===== src/rtl/gud_pkg.sv =====
// ---------------------------------------------------------------------------
// gud_pkg
// Shared types and widths for the generalized unifrac distance block.
// ---------------------------------------------------------------------------
package gud_pkg;

  localparam int unsigned SHARE_W  = 16;
  localparam int unsigned LEN_W    = 24;
  localparam int unsigned ALPHA_W  = 9;
  localparam int unsigned DIST_W   = 16;
  localparam int unsigned SUM_W    = 48;
  localparam int unsigned CSUB_W   = 50;
  localparam int unsigned MUL_W    = 32;

  localparam logic [ALPHA_W-1:0] ALPHA_RESET = 9'd128;
  localparam logic [ALPHA_W-1:0] ALPHA_MAX   = 9'd256;

  typedef enum logic [13:0] {
    ST_IDLE = 14'b00000000000001,
    ST_PMUL = 14'b00000000000010,
    ST_PWB  = 14'b00000000000100,
    ST_ADV  = 14'b00000000001000,
    ST_SQRT = 14'b00000000010000,
    ST_WMUL = 14'b00000000100000,
    ST_WWB  = 14'b00000001000000,
    ST_TMUL = 14'b00000010000000,
    ST_TWB  = 14'b00000100000000,
    ST_TDIV = 14'b00001000000000,
    ST_ACC  = 14'b00010000000000,
    ST_FIN  = 14'b00100000000000,
    ST_FDIV = 14'b01000000000000,
    ST_OUT  = 14'b10000000000000
  } state_t;

endpackage


===== src/rtl/gud_if.sv =====
// ---------------------------------------------------------------------------
// gud_if
// Valid/ready channels of the generalized unifrac distance block.
// ---------------------------------------------------------------------------
interface gud_branch_if;
  logic                        valid;
  logic                        ready;
  logic [gud_pkg::SHARE_W-1:0] first_share;
  logic [gud_pkg::SHARE_W-1:0] second_share;
  logic [gud_pkg::LEN_W-1:0]   branch_length;
  logic                        last_branch;

  modport source (output valid, first_share, second_share, branch_length, last_branch,
                  input ready);
  modport sink (input valid, first_share, second_share, branch_length, last_branch,
                output ready);
endinterface

interface gud_result_if;
  logic                       valid;
  logic                       ready;
  logic [gud_pkg::DIST_W-1:0] distance;
  logic                       undefined_result;

  modport source (output valid, distance, undefined_result, input ready);
  modport sink (input valid, distance, undefined_result, output ready);
endinterface

interface gud_cfg_if;
  logic                        valid;
  logic                        ready;
  logic [gud_pkg::ALPHA_W-1:0] data;

  modport source (output valid, data, input ready);
  modport sink (input valid, data, output ready);
endinterface


===== src/rtl/gud_mul.sv =====
// ---------------------------------------------------------------------------
// gud_mul
// Shared 32x32 unsigned multiplier with a registered product.
// ---------------------------------------------------------------------------
module gud_mul (
  input  logic                          clk,
  input  logic [gud_pkg::MUL_W-1:0]     a,
  input  logic [gud_pkg::MUL_W-1:0]     b,
  output logic [2*gud_pkg::MUL_W-1:0]   prod
);

  always_ff @(posedge clk) begin
    prod <= a * b;
  end

endmodule


===== src/rtl/gud_csub.sv =====
// ---------------------------------------------------------------------------
// gud_csub
// Shared compare-subtract step for the sqrt and divide iterations.
// ---------------------------------------------------------------------------
module gud_csub (
  input  logic [gud_pkg::CSUB_W-1:0] a,
  input  logic [gud_pkg::CSUB_W-1:0] b,
  output logic                       ge,
  output logic [gud_pkg::CSUB_W-1:0] diff
);

  logic [gud_pkg::CSUB_W:0] sub;

  assign sub  = {1'b0, a} - {1'b0, b};
  assign ge   = ~sub[gud_pkg::CSUB_W];
  assign diff = sub[gud_pkg::CSUB_W-1:0];

endmodule


===== src/rtl/generalized_unifrac_distance.sv =====
// ---------------------------------------------------------------------------
// generalized_unifrac_distance
// Generalized unifrac accumulator over tree branches with a shared
// multiplier and a shared compare-subtract unit under one sequencer.
// ---------------------------------------------------------------------------
// Usage:
//   branch_in  : one transaction per tree branch (shares, length, last flag).
//   result_out : one transaction per pair, after the branch marked last;
//                distance in Q0.16, undefined_result when the weight sum is 0.
//   cfg        : writes alpha_exponent (Q1.8); always ready, write only idle.
// Sequence:
//   a branch with both shares zero is accepted and skips the arithmetic.
//   Otherwise the sequencer accepts it and runs nine advance steps, eight
//   square roots on the compare-subtract unit, up to nine power multiplies,
//   the weight and term multiplies, a divide for the numerator term and one
//   accumulate step. The last branch adds a setup step, a final divide and
//   a load of the result register.
//   branch_in is ready only while the sequencer is idle.
// Reset: alpha_exponent returns to 0.5 and both sums clear.
// Stall: a result waits in the output register while branches of the next
//   pair are taken; the final step of that pair holds until the register
//   is empty.
// ---------------------------------------------------------------------------
module generalized_unifrac_distance (
  input  logic          clk,
  input  logic          rst,
  gud_branch_if.sink    branch_in,
  gud_result_if.source  result_out,
  gud_cfg_if.sink       cfg
);

  gud_pkg::state_t state;

  logic [gud_pkg::ALPHA_W-1:0] alpha;
  logic [gud_pkg::ALPHA_W-1:0] a_r;
  logic [16:0]                 ssum;
  logic [15:0]                 diff;
  logic [23:0]                 blen;
  logic                        last_r;
  logic [31:0]                 xr;
  logic [31:0]                 pr;
  logic [2:0]                  bi;
  logic                        first;
  logic [61:0]                 rad;
  logic [49:0]                 rem;
  logic [30:0]                 root;
  logic [63:0]                 dvd;
  logic [47:0]                 dvs;
  logic [5:0]                  cnt;
  logic [24:0]                 wr;
  logic [47:0]                 num;
  logic [47:0]                 den;
  logic                        ov;
  logic [15:0]                 dist_q;
  logic                        undef_q;

  logic [16:0] ssum_in;
  logic [15:0] diff_in;
  logic [8:0]  aeff;
  logic [31:0] mul_a;
  logic [31:0] mul_b;
  logic [63:0] prod;
  logic [49:0] cs_a;
  logic [49:0] cs_b;
  logic        cs_ge;
  logic [49:0] cs_diff;
  logic [30:0] root_next;
  logic [63:0] dvd_next;
  logic [48:0] num_add;
  logic [48:0] den_add;
  logic        out_free;
  logic        accept;

  assign accept   = branch_in.valid && branch_in.ready;
  assign out_free = !ov || result_out.ready;

  assign branch_in.ready        = (state == gud_pkg::ST_IDLE);
  assign cfg.ready              = 1'b1;
  assign result_out.valid       = ov;
  assign result_out.distance    = dist_q;
  assign result_out.undefined_result = undef_q;

  assign ssum_in = {1'b0, branch_in.first_share} + {1'b0, branch_in.second_share};
  assign diff_in = (branch_in.first_share > branch_in.second_share)
                 ? branch_in.first_share - branch_in.second_share
                 : branch_in.second_share - branch_in.first_share;
  assign aeff    = (alpha > gud_pkg::ALPHA_MAX) ? gud_pkg::ALPHA_MAX : alpha;

  always_comb begin
    case (state)
      gud_pkg::ST_PMUL: begin
        mul_a = pr;
        mul_b = xr;
      end
      gud_pkg::ST_WMUL: begin
        mul_a = {8'b0, blen};
        mul_b = pr;
      end
      gud_pkg::ST_TMUL: begin
        mul_a = {7'b0, wr};
        mul_b = {16'b0, diff};
      end
      default: begin
        mul_a = '0;
        mul_b = '0;
      end
    endcase
  end

  gud_mul u_mul (
    .clk  (clk),
    .a    (mul_a),
    .b    (mul_b),
    .prod (prod)
  );

  // sqrt brings down two radicand bits, divide brings down one
  always_comb begin
    if (state == gud_pkg::ST_SQRT) begin
      cs_a = {rem[47:0], rad[61:60]};
      cs_b = {17'b0, root, 2'b01};
    end else begin
      cs_a = {rem[48:0], dvd[63]};
      cs_b = {2'b0, dvs};
    end
  end

  gud_csub u_csub (
    .a    (cs_a),
    .b    (cs_b),
    .ge   (cs_ge),
    .diff (cs_diff)
  );

  assign root_next = {root[29:0], cs_ge};
  assign dvd_next  = {dvd[62:0], cs_ge};
  assign num_add   = {1'b0, num} + {24'b0, dvd[24:0]};
  assign den_add   = {1'b0, den} + {24'b0, wr};

  always_ff @(posedge clk) begin
    if (rst) begin
      alpha <= gud_pkg::ALPHA_RESET;
    end else if (cfg.valid && cfg.ready) begin
      alpha <= cfg.data;
    end
  end

  always_ff @(posedge clk) begin
    if (rst) begin
      state <= gud_pkg::ST_IDLE;
      num   <= '0;
      den   <= '0;
      ov    <= 1'b0;
    end else begin
      if (state == gud_pkg::ST_OUT && out_free) begin
        ov <= 1'b1;
      end else if (ov && result_out.ready) begin
        ov <= 1'b0;
      end
      unique case (state)
        gud_pkg::ST_IDLE: begin
          if (accept) begin
            ssum   <= ssum_in;
            diff   <= diff_in;
            blen   <= branch_in.branch_length;
            last_r <= branch_in.last_branch;
            a_r    <= aeff;
            xr     <= {1'b0, ssum_in, 14'b0};
            pr     <= 32'h4000_0000;
            bi     <= 3'd7;
            first  <= 1'b1;
            if (ssum_in == 17'd0) begin
              state <= branch_in.last_branch ? gud_pkg::ST_FIN : gud_pkg::ST_IDLE;
            end else if (aeff[8]) begin
              state <= gud_pkg::ST_PMUL;
            end else begin
              state <= gud_pkg::ST_ADV;
            end
          end
        end
        gud_pkg::ST_PMUL: begin
          state <= gud_pkg::ST_PWB;
        end
        gud_pkg::ST_PWB: begin
          pr    <= prod[61:30];
          state <= gud_pkg::ST_ADV;
        end
        gud_pkg::ST_ADV: begin
          if (!first && bi == 3'd0) begin
            state <= gud_pkg::ST_WMUL;
          end else begin
            if (!first) begin
              bi <= bi - 3'd1;
            end
            first <= 1'b0;
            rad   <= {xr, 30'b0};
            rem   <= '0;
            root  <= '0;
            cnt   <= 6'd30;
            state <= gud_pkg::ST_SQRT;
          end
        end
        gud_pkg::ST_SQRT: begin
          rem  <= cs_ge ? cs_diff : cs_a;
          root <= root_next;
          rad  <= {rad[59:0], 2'b00};
          cnt  <= cnt - 6'd1;
          if (cnt == 6'd0) begin
            xr    <= {1'b0, root_next};
            state <= a_r[bi] ? gud_pkg::ST_PMUL : gud_pkg::ST_ADV;
          end
        end
        gud_pkg::ST_WMUL: begin
          state <= gud_pkg::ST_WWB;
        end
        gud_pkg::ST_WWB: begin
          wr    <= prod[54:30];
          state <= gud_pkg::ST_TMUL;
        end
        gud_pkg::ST_TMUL: begin
          state <= gud_pkg::ST_TWB;
        end
        gud_pkg::ST_TWB: begin
          dvd   <= {prod[40:0], 23'b0};
          dvs   <= {31'b0, ssum};
          rem   <= '0;
          cnt   <= 6'd40;
          state <= gud_pkg::ST_TDIV;
        end
        gud_pkg::ST_TDIV: begin
          rem <= cs_ge ? cs_diff : cs_a;
          dvd <= dvd_next;
          cnt <= cnt - 6'd1;
          if (cnt == 6'd0) begin
            state <= gud_pkg::ST_ACC;
          end
        end
        gud_pkg::ST_ACC: begin
          num   <= num_add[48] ? {48{1'b1}} : num_add[47:0];
          den   <= den_add[48] ? {48{1'b1}} : den_add[47:0];
          state <= last_r ? gud_pkg::ST_FIN : gud_pkg::ST_IDLE;
        end
        gud_pkg::ST_FIN: begin
          // hold while the previous result still sits in the output register
          if (!ov) begin
            if (den == 48'd0) begin
              dist_q  <= '0;
              undef_q <= 1'b1;
              state   <= gud_pkg::ST_OUT;
            end else begin
              dvd     <= {num, 16'b0};
              dvs     <= den;
              rem     <= '0;
              cnt     <= 6'd63;
              undef_q <= 1'b0;
              state   <= gud_pkg::ST_FDIV;
            end
          end
        end
        gud_pkg::ST_FDIV: begin
          rem <= cs_ge ? cs_diff : cs_a;
          dvd <= dvd_next;
          cnt <= cnt - 6'd1;
          if (cnt == 6'd0) begin
            dist_q <= (dvd_next[63:16] != 48'd0) ? 16'hFFFF : dvd_next[15:0];
            state  <= gud_pkg::ST_OUT;
          end
        end
        gud_pkg::ST_OUT: begin
          if (out_free) begin
            num   <= '0;
            den   <= '0;
            state <= gud_pkg::ST_IDLE;
          end
        end
        default: begin
          state <= gud_pkg::ST_IDLE;
        end
      endcase
    end
  end

endmodule

===== src/flat_wrapper.sv =====
// flat-port wrapper written by rule: the top's interface ports become plain ports
module generalized_unifrac_distance_flat 
  (clk, rst, branch_in_valid, branch_in_first_share, branch_in_second_share, branch_in_branch_length, branch_in_last_branch, branch_in_ready, result_out_valid, result_out_distance, result_out_undefined_result, result_out_ready, cfg_valid, cfg_data, cfg_ready);
  gud_branch_if branch_in_i ();
  gud_result_if result_out_i ();
  gud_cfg_if cfg_i ();
  input  logic clk;
  input  logic rst;
  input wire logic [$bits(branch_in_i.valid)-1:0] branch_in_valid;
  input wire logic [$bits(branch_in_i.first_share)-1:0] branch_in_first_share;
  input wire logic [$bits(branch_in_i.second_share)-1:0] branch_in_second_share;
  input wire logic [$bits(branch_in_i.branch_length)-1:0] branch_in_branch_length;
  input wire logic [$bits(branch_in_i.last_branch)-1:0] branch_in_last_branch;
  output wire logic [$bits(branch_in_i.ready)-1:0] branch_in_ready;
  output wire logic [$bits(result_out_i.valid)-1:0] result_out_valid;
  output wire logic [$bits(result_out_i.distance)-1:0] result_out_distance;
  output wire logic [$bits(result_out_i.undefined_result)-1:0] result_out_undefined_result;
  input wire logic [$bits(result_out_i.ready)-1:0] result_out_ready;
  input wire logic [$bits(cfg_i.valid)-1:0] cfg_valid;
  input wire logic [$bits(cfg_i.data)-1:0] cfg_data;
  output wire logic [$bits(cfg_i.ready)-1:0] cfg_ready;
  assign branch_in_i.valid = branch_in_valid;
  assign branch_in_i.first_share = branch_in_first_share;
  assign branch_in_i.second_share = branch_in_second_share;
  assign branch_in_i.branch_length = branch_in_branch_length;
  assign branch_in_i.last_branch = branch_in_last_branch;
  assign branch_in_ready = branch_in_i.ready;
  assign result_out_valid = result_out_i.valid;
  assign result_out_distance = result_out_i.distance;
  assign result_out_undefined_result = result_out_i.undefined_result;
  assign result_out_i.ready = result_out_ready;
  assign cfg_i.valid = cfg_valid;
  assign cfg_i.data = cfg_data;
  assign cfg_ready = cfg_i.ready;
  generalized_unifrac_distance u_core (.clk(clk), .rst(rst), .branch_in(branch_in_i), .result_out(result_out_i), .cfg(cfg_i));
endmodule

===== config.mk =====
export PLATFORM = sky130hd
export DESIGN_NAME = generalized_unifrac_distance_flat
export DESIGN_NICKNAME = d
export VERILOG_FILES = /design/src/rtl/gud_pkg.sv /design/src/rtl/gud_if.sv /design/src/rtl/gud_mul.sv /design/src/rtl/gud_csub.sv /design/src/rtl/generalized_unifrac_distance.sv /design/src/flat_wrapper.sv
export SDC_FILE = /design/constraint.sdc
export NUM_CORES = 2
export LEC_CHECK = 0
export BUFFER_PORTS_ARGS = -buffer_cell sky130_fd_sc_hd__buf_2
export CORE_ASPECT_RATIO = 1.2
export CORE_MARGIN = 2
export CORE_UTILIZATION = 65
export CTS_CLUSTER_SIZE = 25
export DETAILED_ROUTE_END_ITERATION = 6
export PLACE_DENSITY_LB_ADDON = 0.3
export SLEW_MARGIN = 40
export SYNTH_ARGS = -nofsm -noshare
export SYNTH_HDL_FRONTEND = slang
export SYNTH_SLANG_ARGS = --single-unit

===== constraint.sdc =====
create_clock -name clk -period 22.8 [get_ports clk]
set_input_delay 0 -clock clk [delete_from_list [all_inputs] [get_ports clk]]
set_output_delay 0 -clock clk [all_outputs]
set_load 0.02 [all_outputs]

==> results.md <==
- The flow ran to the end, and the final reports show no timing, DRC or antenna violations.
- The total negative slack is 0 ns.
- The maximum buffer depth of the clock tree is 3.
- VDD sags by at most 0.0000419 V.
- The worst setup path is of the flop to flop kind.
- The core region is 95300 sq um.
- Ranked by total cell area, the synthesized netlist is headed by sky130_fd_sc_hd__fa_1 (29%), sky130_fd_sc_hd__edfxtp_1 (19%), sky130_fd_sc_hd__ha_1 (7.9%).
- The normalized max-slew margin is 0.434.
- The number of antenna violations at the first check in global routing is 7.
- The number of H-tree levels is 2.
- The via count of the first global-routing pass came to 52200.
- The max-slew violation count is 0.
- The share of cells above drive strength 1 is 0.0566.
- Counting instances, the worst hold path has a depth of 4.
- The number of unique standard cell types used by synthesis is 90.
- The count of synthesis-stage warnings from yosys is 0.
- The die height is 344 um.
- Counting tap cells, the placed design contains a total of 7953 instances.
- The share of synthesized area in the top cell type comes to 0.288.
- The clock tree from TritonCTS is built.
- Yosys mapped a number of flops with a built-in enable equal to 404.
- The final cycle utilization of the critical path is 0.483.
- Clock-pin slew was measured on the worst setup and hold paths at 0.07 ns.
- For this design, the slowest cell found on the critical path is sky130_fd_sc_hd__a221oi_2.
- The number of vias in the routed layout is between 50000 and 60000.
- The die outline area is 98700 sq um.
- The synthesized netlist cell count is 6819.
- Across every metal layer, demand over resource in global routing totals 0.415.
- In this run the static leakage power is 30.2 nW.
- The final worst clock skew is 0.0212 ns.
- The clock network power share is 0.407.
- The category of the worst setup path capture point is a flop.
- The startpoint of the worst-slack reg-to-reg timing path is u_core.state[0].
- Before antenna repair, the detailed router went through 6 iterations.
- Counting the buffers created by CTS gives 56.
- The class of the worst hold path is input port to flop.
- The delay of the slowest cell on the worst path is 0.60 ns.
- For this run, design rule violations remaining after detail routing come to 0.
- Among all flip-flop cells after synthesis, the most frequent one is sky130_fd_sc_hd__edfxtp_1.
- The power density relative to cell area is 37.3 nW/um^2.
- The site row count is 124.
- The number of nets still failing antenna checks after routing is 0.
- In this run the cell area of the synthesized design comes to between 60000 and 70000 sq um.
- The detailed-route wire length per cell is 24.5 um.
- The fraction of power spent switching nets is 0.260.
- The number of clock sinks is 586.
- The switching power of the nets is 650 uW.
- Buffers placed on the I/O ports in this run total 89.
- Fill cells in the final layout number 7361.
- Post-CTS repair changed the size of 0 cells.
- Across the run, the number of max-cap violations was 0.
- The final global-route overflow total is 0.
- The largest fanout of any net on the critical path is between 50 and 60.
- The sequential fraction of the synthesis area is 0.252.
- Entering global routing, the biggest net connects between 70 and 80 pins.
- The internal portion of total power is 1.85 mW.
- The standard cell area after detailed placement is between 60000 and 70000 sq um.
- In this run the most critical hold path is launched from branch_in_first_share[8].
- Leaving out fill and tap cells, the most frequent cells in the layout are sky130_fd_sc_hd__nand2_1 (1093), sky130_fd_sc_hd__inv_1 (978), sky130_fd_sc_hd__fa_1 (901).
- STA puts the critical path data arrival time at ~12 ns.
- The first global-routing pass estimated 304000 um of wire.
- At the worst endpoint, the required time is between 20 and 25 ns.
- The worst min-delay path endpoint is u_core.ssum[8].
- The combinational share of power is 0.107.
- The portion of total power attributed to sequential cells is 0.486.
- The kind of launch point of the worst setup path is a flop.
- The initial standard-cell utilization of the core is 0.656.
- After legalization and detailed placement, the total HPWL measured 149000 um.
- The final-report hold violation count is 0.
- The async set or reset register ratio after synthesis is 0.
- The multi-input combinational cells in the finished layout cover a total of approximately 42000 sq um.
- The cell type with the highest occurrence count on the critical path is sky130_fd_sc_hd__fa_1.
- The upper clock frequency limit is between 90 and 100 MHz.
- The count of non-filler cells in the finished layout is 8114.
- At the pin with the least slew margin, the transition time is 0.849 ns.
- The last weighted congestion value of the routability-driven placer is about 1.0.
- Relative to the synthesized area, the layout overhead comes to 7.01%.
- The clock network latency to the later pin of the worst-skew pair is between 0.6 and 0.7 ns.
- The number of flip-flops and latches in the synthesized netlist is approximately 600.
- Setup repair after global routing left no endpoint under its margin.
- For the worst flop-to-flop path, the logic depth is 32.
- The initial DRC count is about 4900.
- The library cell used most frequently in the layout, excluding fill and tap cells, is sky130_fd_sc_hd__nand2_1.
- The mean area per synthesized cell is 9.17 sq um.
- Wires add up to 199000 um.
- The number of top-level design ports is 91.
- The number of nets in the final layout is 8173.
- After detailed routing, the number of vias per cell comes to 6.17.
- For flop-to-flop paths, the worst setup slack is ~12 ns.
- The cell taking the most area after synthesis is sky130_fd_sc_hd__fa_1.
- The design area is 66900 sq um.
- The shortest clock period the worst path allows after layout is 11.01 ns.
- Across the whole layout, storage elements account for 15800 sq um.
- The count of final setup violators is 0.
- The die outline width is 287 um.
- The capture instance of the worst register-to-register path is u_core.u_mul.prod[61].
- The cell chosen for the clock root is sky130_fd_sc_hd__clkbuf_16.
## worst max-delay path by stage
| stage | endpoint | cells past startpoint | from | slack, ns |
|---|---|---|---|---|
| finish | u_core.u_mul.prod[61] | 32 | u_core.state[0] | 11.79 |
| global route | u_core.u_mul.prod[61] | 33 | u_core.state[10] | 11.51 |
| CTS | u_core.u_mul.prod[61] | 32 | u_core.state[0] | 12.16 |
| detailed placement | u_core.u_mul.prod[61] | 32 | u_core.state[0] | 12.18 |
| global placement | u_core.u_mul.prod[61] | 29 | u_core.state[0] | 12.08 |
| floorplan | u_core.u_mul.prod[60] | 35 | u_core.state[4] | 13.63 |
## repair_timing
item / in CTS / in global routing
hold endpoints to repair: 66 / 0
hold buffers: 53 / 0
setup endpoints to repair: 0 / 0
buffers inserted: 0 / 0
## sequential cells by signal, summed over array words and instances, names as in the netlist, 25 cells and up
| signal | count |
|---|---|
| u_core.wr | 25 |
| u_core.pr | 32 |
| u_core.root | 31 |
| u_core.rem | 49 |
| u_core.den | 48 |
| u_core.u_mul.prod | 62 |
| u_core.rad | 32 |
| u_core.num | 48 |
| u_core.dvs | 48 |
| u_core.xr | 31 |
| u_core.dvd | 64 |
## worst max-delay path, delay by kind of cell, from the launching register on
family	cells	cell delay, ns
adders and majority gates	9	4.35
and+or+nand+nor	8	2.61
AOI/OAI and AO/OA	9	2.28
buffers and inverters	5	1.15
DFF	1	0.39
xor gates and xnor gates	1	0.13
## layer usage
metal	part of all wire	wire, um	up-vias	global-route usage
met5	0.000075	15	-	0
met2	0.46	91100	2801	0.664
met3	0.098	19600	873	0.0801
met1	0.34	67900	24600	0.490
met4	0.10	20400	2	0.336
li1	-	-	21700	-
## cells in the mapped netlist (all sizes together), types with 7 or more instances
library cell,count
nand2,1095
nand2b,40
inv,978
edfxtp,404
a31oi,31
nand3,60
or2,13
o21ai,221
clkbuf,285
o21bai,32
a211oi,38
a21oi,271
a22o,34
nor3b,8
buf,61
a221o,8
o211ai,10
fa,901
o31ai,10
and2,163
nor4,36
or3,18
nor2,824
a22oi,93
xor2,56
a211o,7
nand4,27
nor2b,44
o21a,44
a41oi,8
mux2i,52
dfxtp,182
o22ai,7
ha,397
a21o,80
and3,30
xnor2,125
nor3,37
## area by class of cell
class | instances | area share
multi-input combinational | 4915 | 0.626
inverter | 978 | 0.0549
antenna | 3 | 0.000112
sequential | 586 | 0.236
tap | 1260 | 0.0236
clock buffer | 68 | 0.0228
timing repair buffer | 267 | 0.0295
clock inverter | 37 | 0.00684
## cell families (layout without fill, tap and decap cells)
logic type,after synthesis,count (layout),share of synthesized area
AND/OR/NAND/NOR,2416,2416,0.165
buffers and inverters,1324,1350,0.0809
adder cells (fa/ha/maj),1298,1298,0.368
AO/OA/AOI/OAI,953,953,0.0987
flip-flops,586,586,0.252
XOR/XNOR,181,181,0.0254
multiplexers,60,60,0.0101
other,1,10,0.0000600
## metrics by stage
stage	setup slack (ns)	power [mW]	utilization	hold slack [ns]
6_report	11.79	2.50	0.702	0.0351
5_1_grt	11.51	2.56	0.702	0.0619
4_1_cts	12.16	2.49	0.702	0.0103
3_5_place_dp	12.18	1.48	0.676	0.179
3_3_place_gp	12.08	1.47	0.674	0.178
2_1_floorplan	13.63	1.38	-	0.0989
## power by group through the flow
stage / sequential (mW) / combinational (mW) / clock (mW)
CTS: 1.21 / 0.258 / 1.02
floorplan: 1.22 / 0.163 / 0
global route: 1.21 / 0.287 / 1.06
detailed placement: 1.23 / 0.248 / 0
finish: 1.21 / 0.267 / 1.02
global placement: 1.23 / 0.240 / 0
Note: power is estimated with default switching activity, not from simulation.
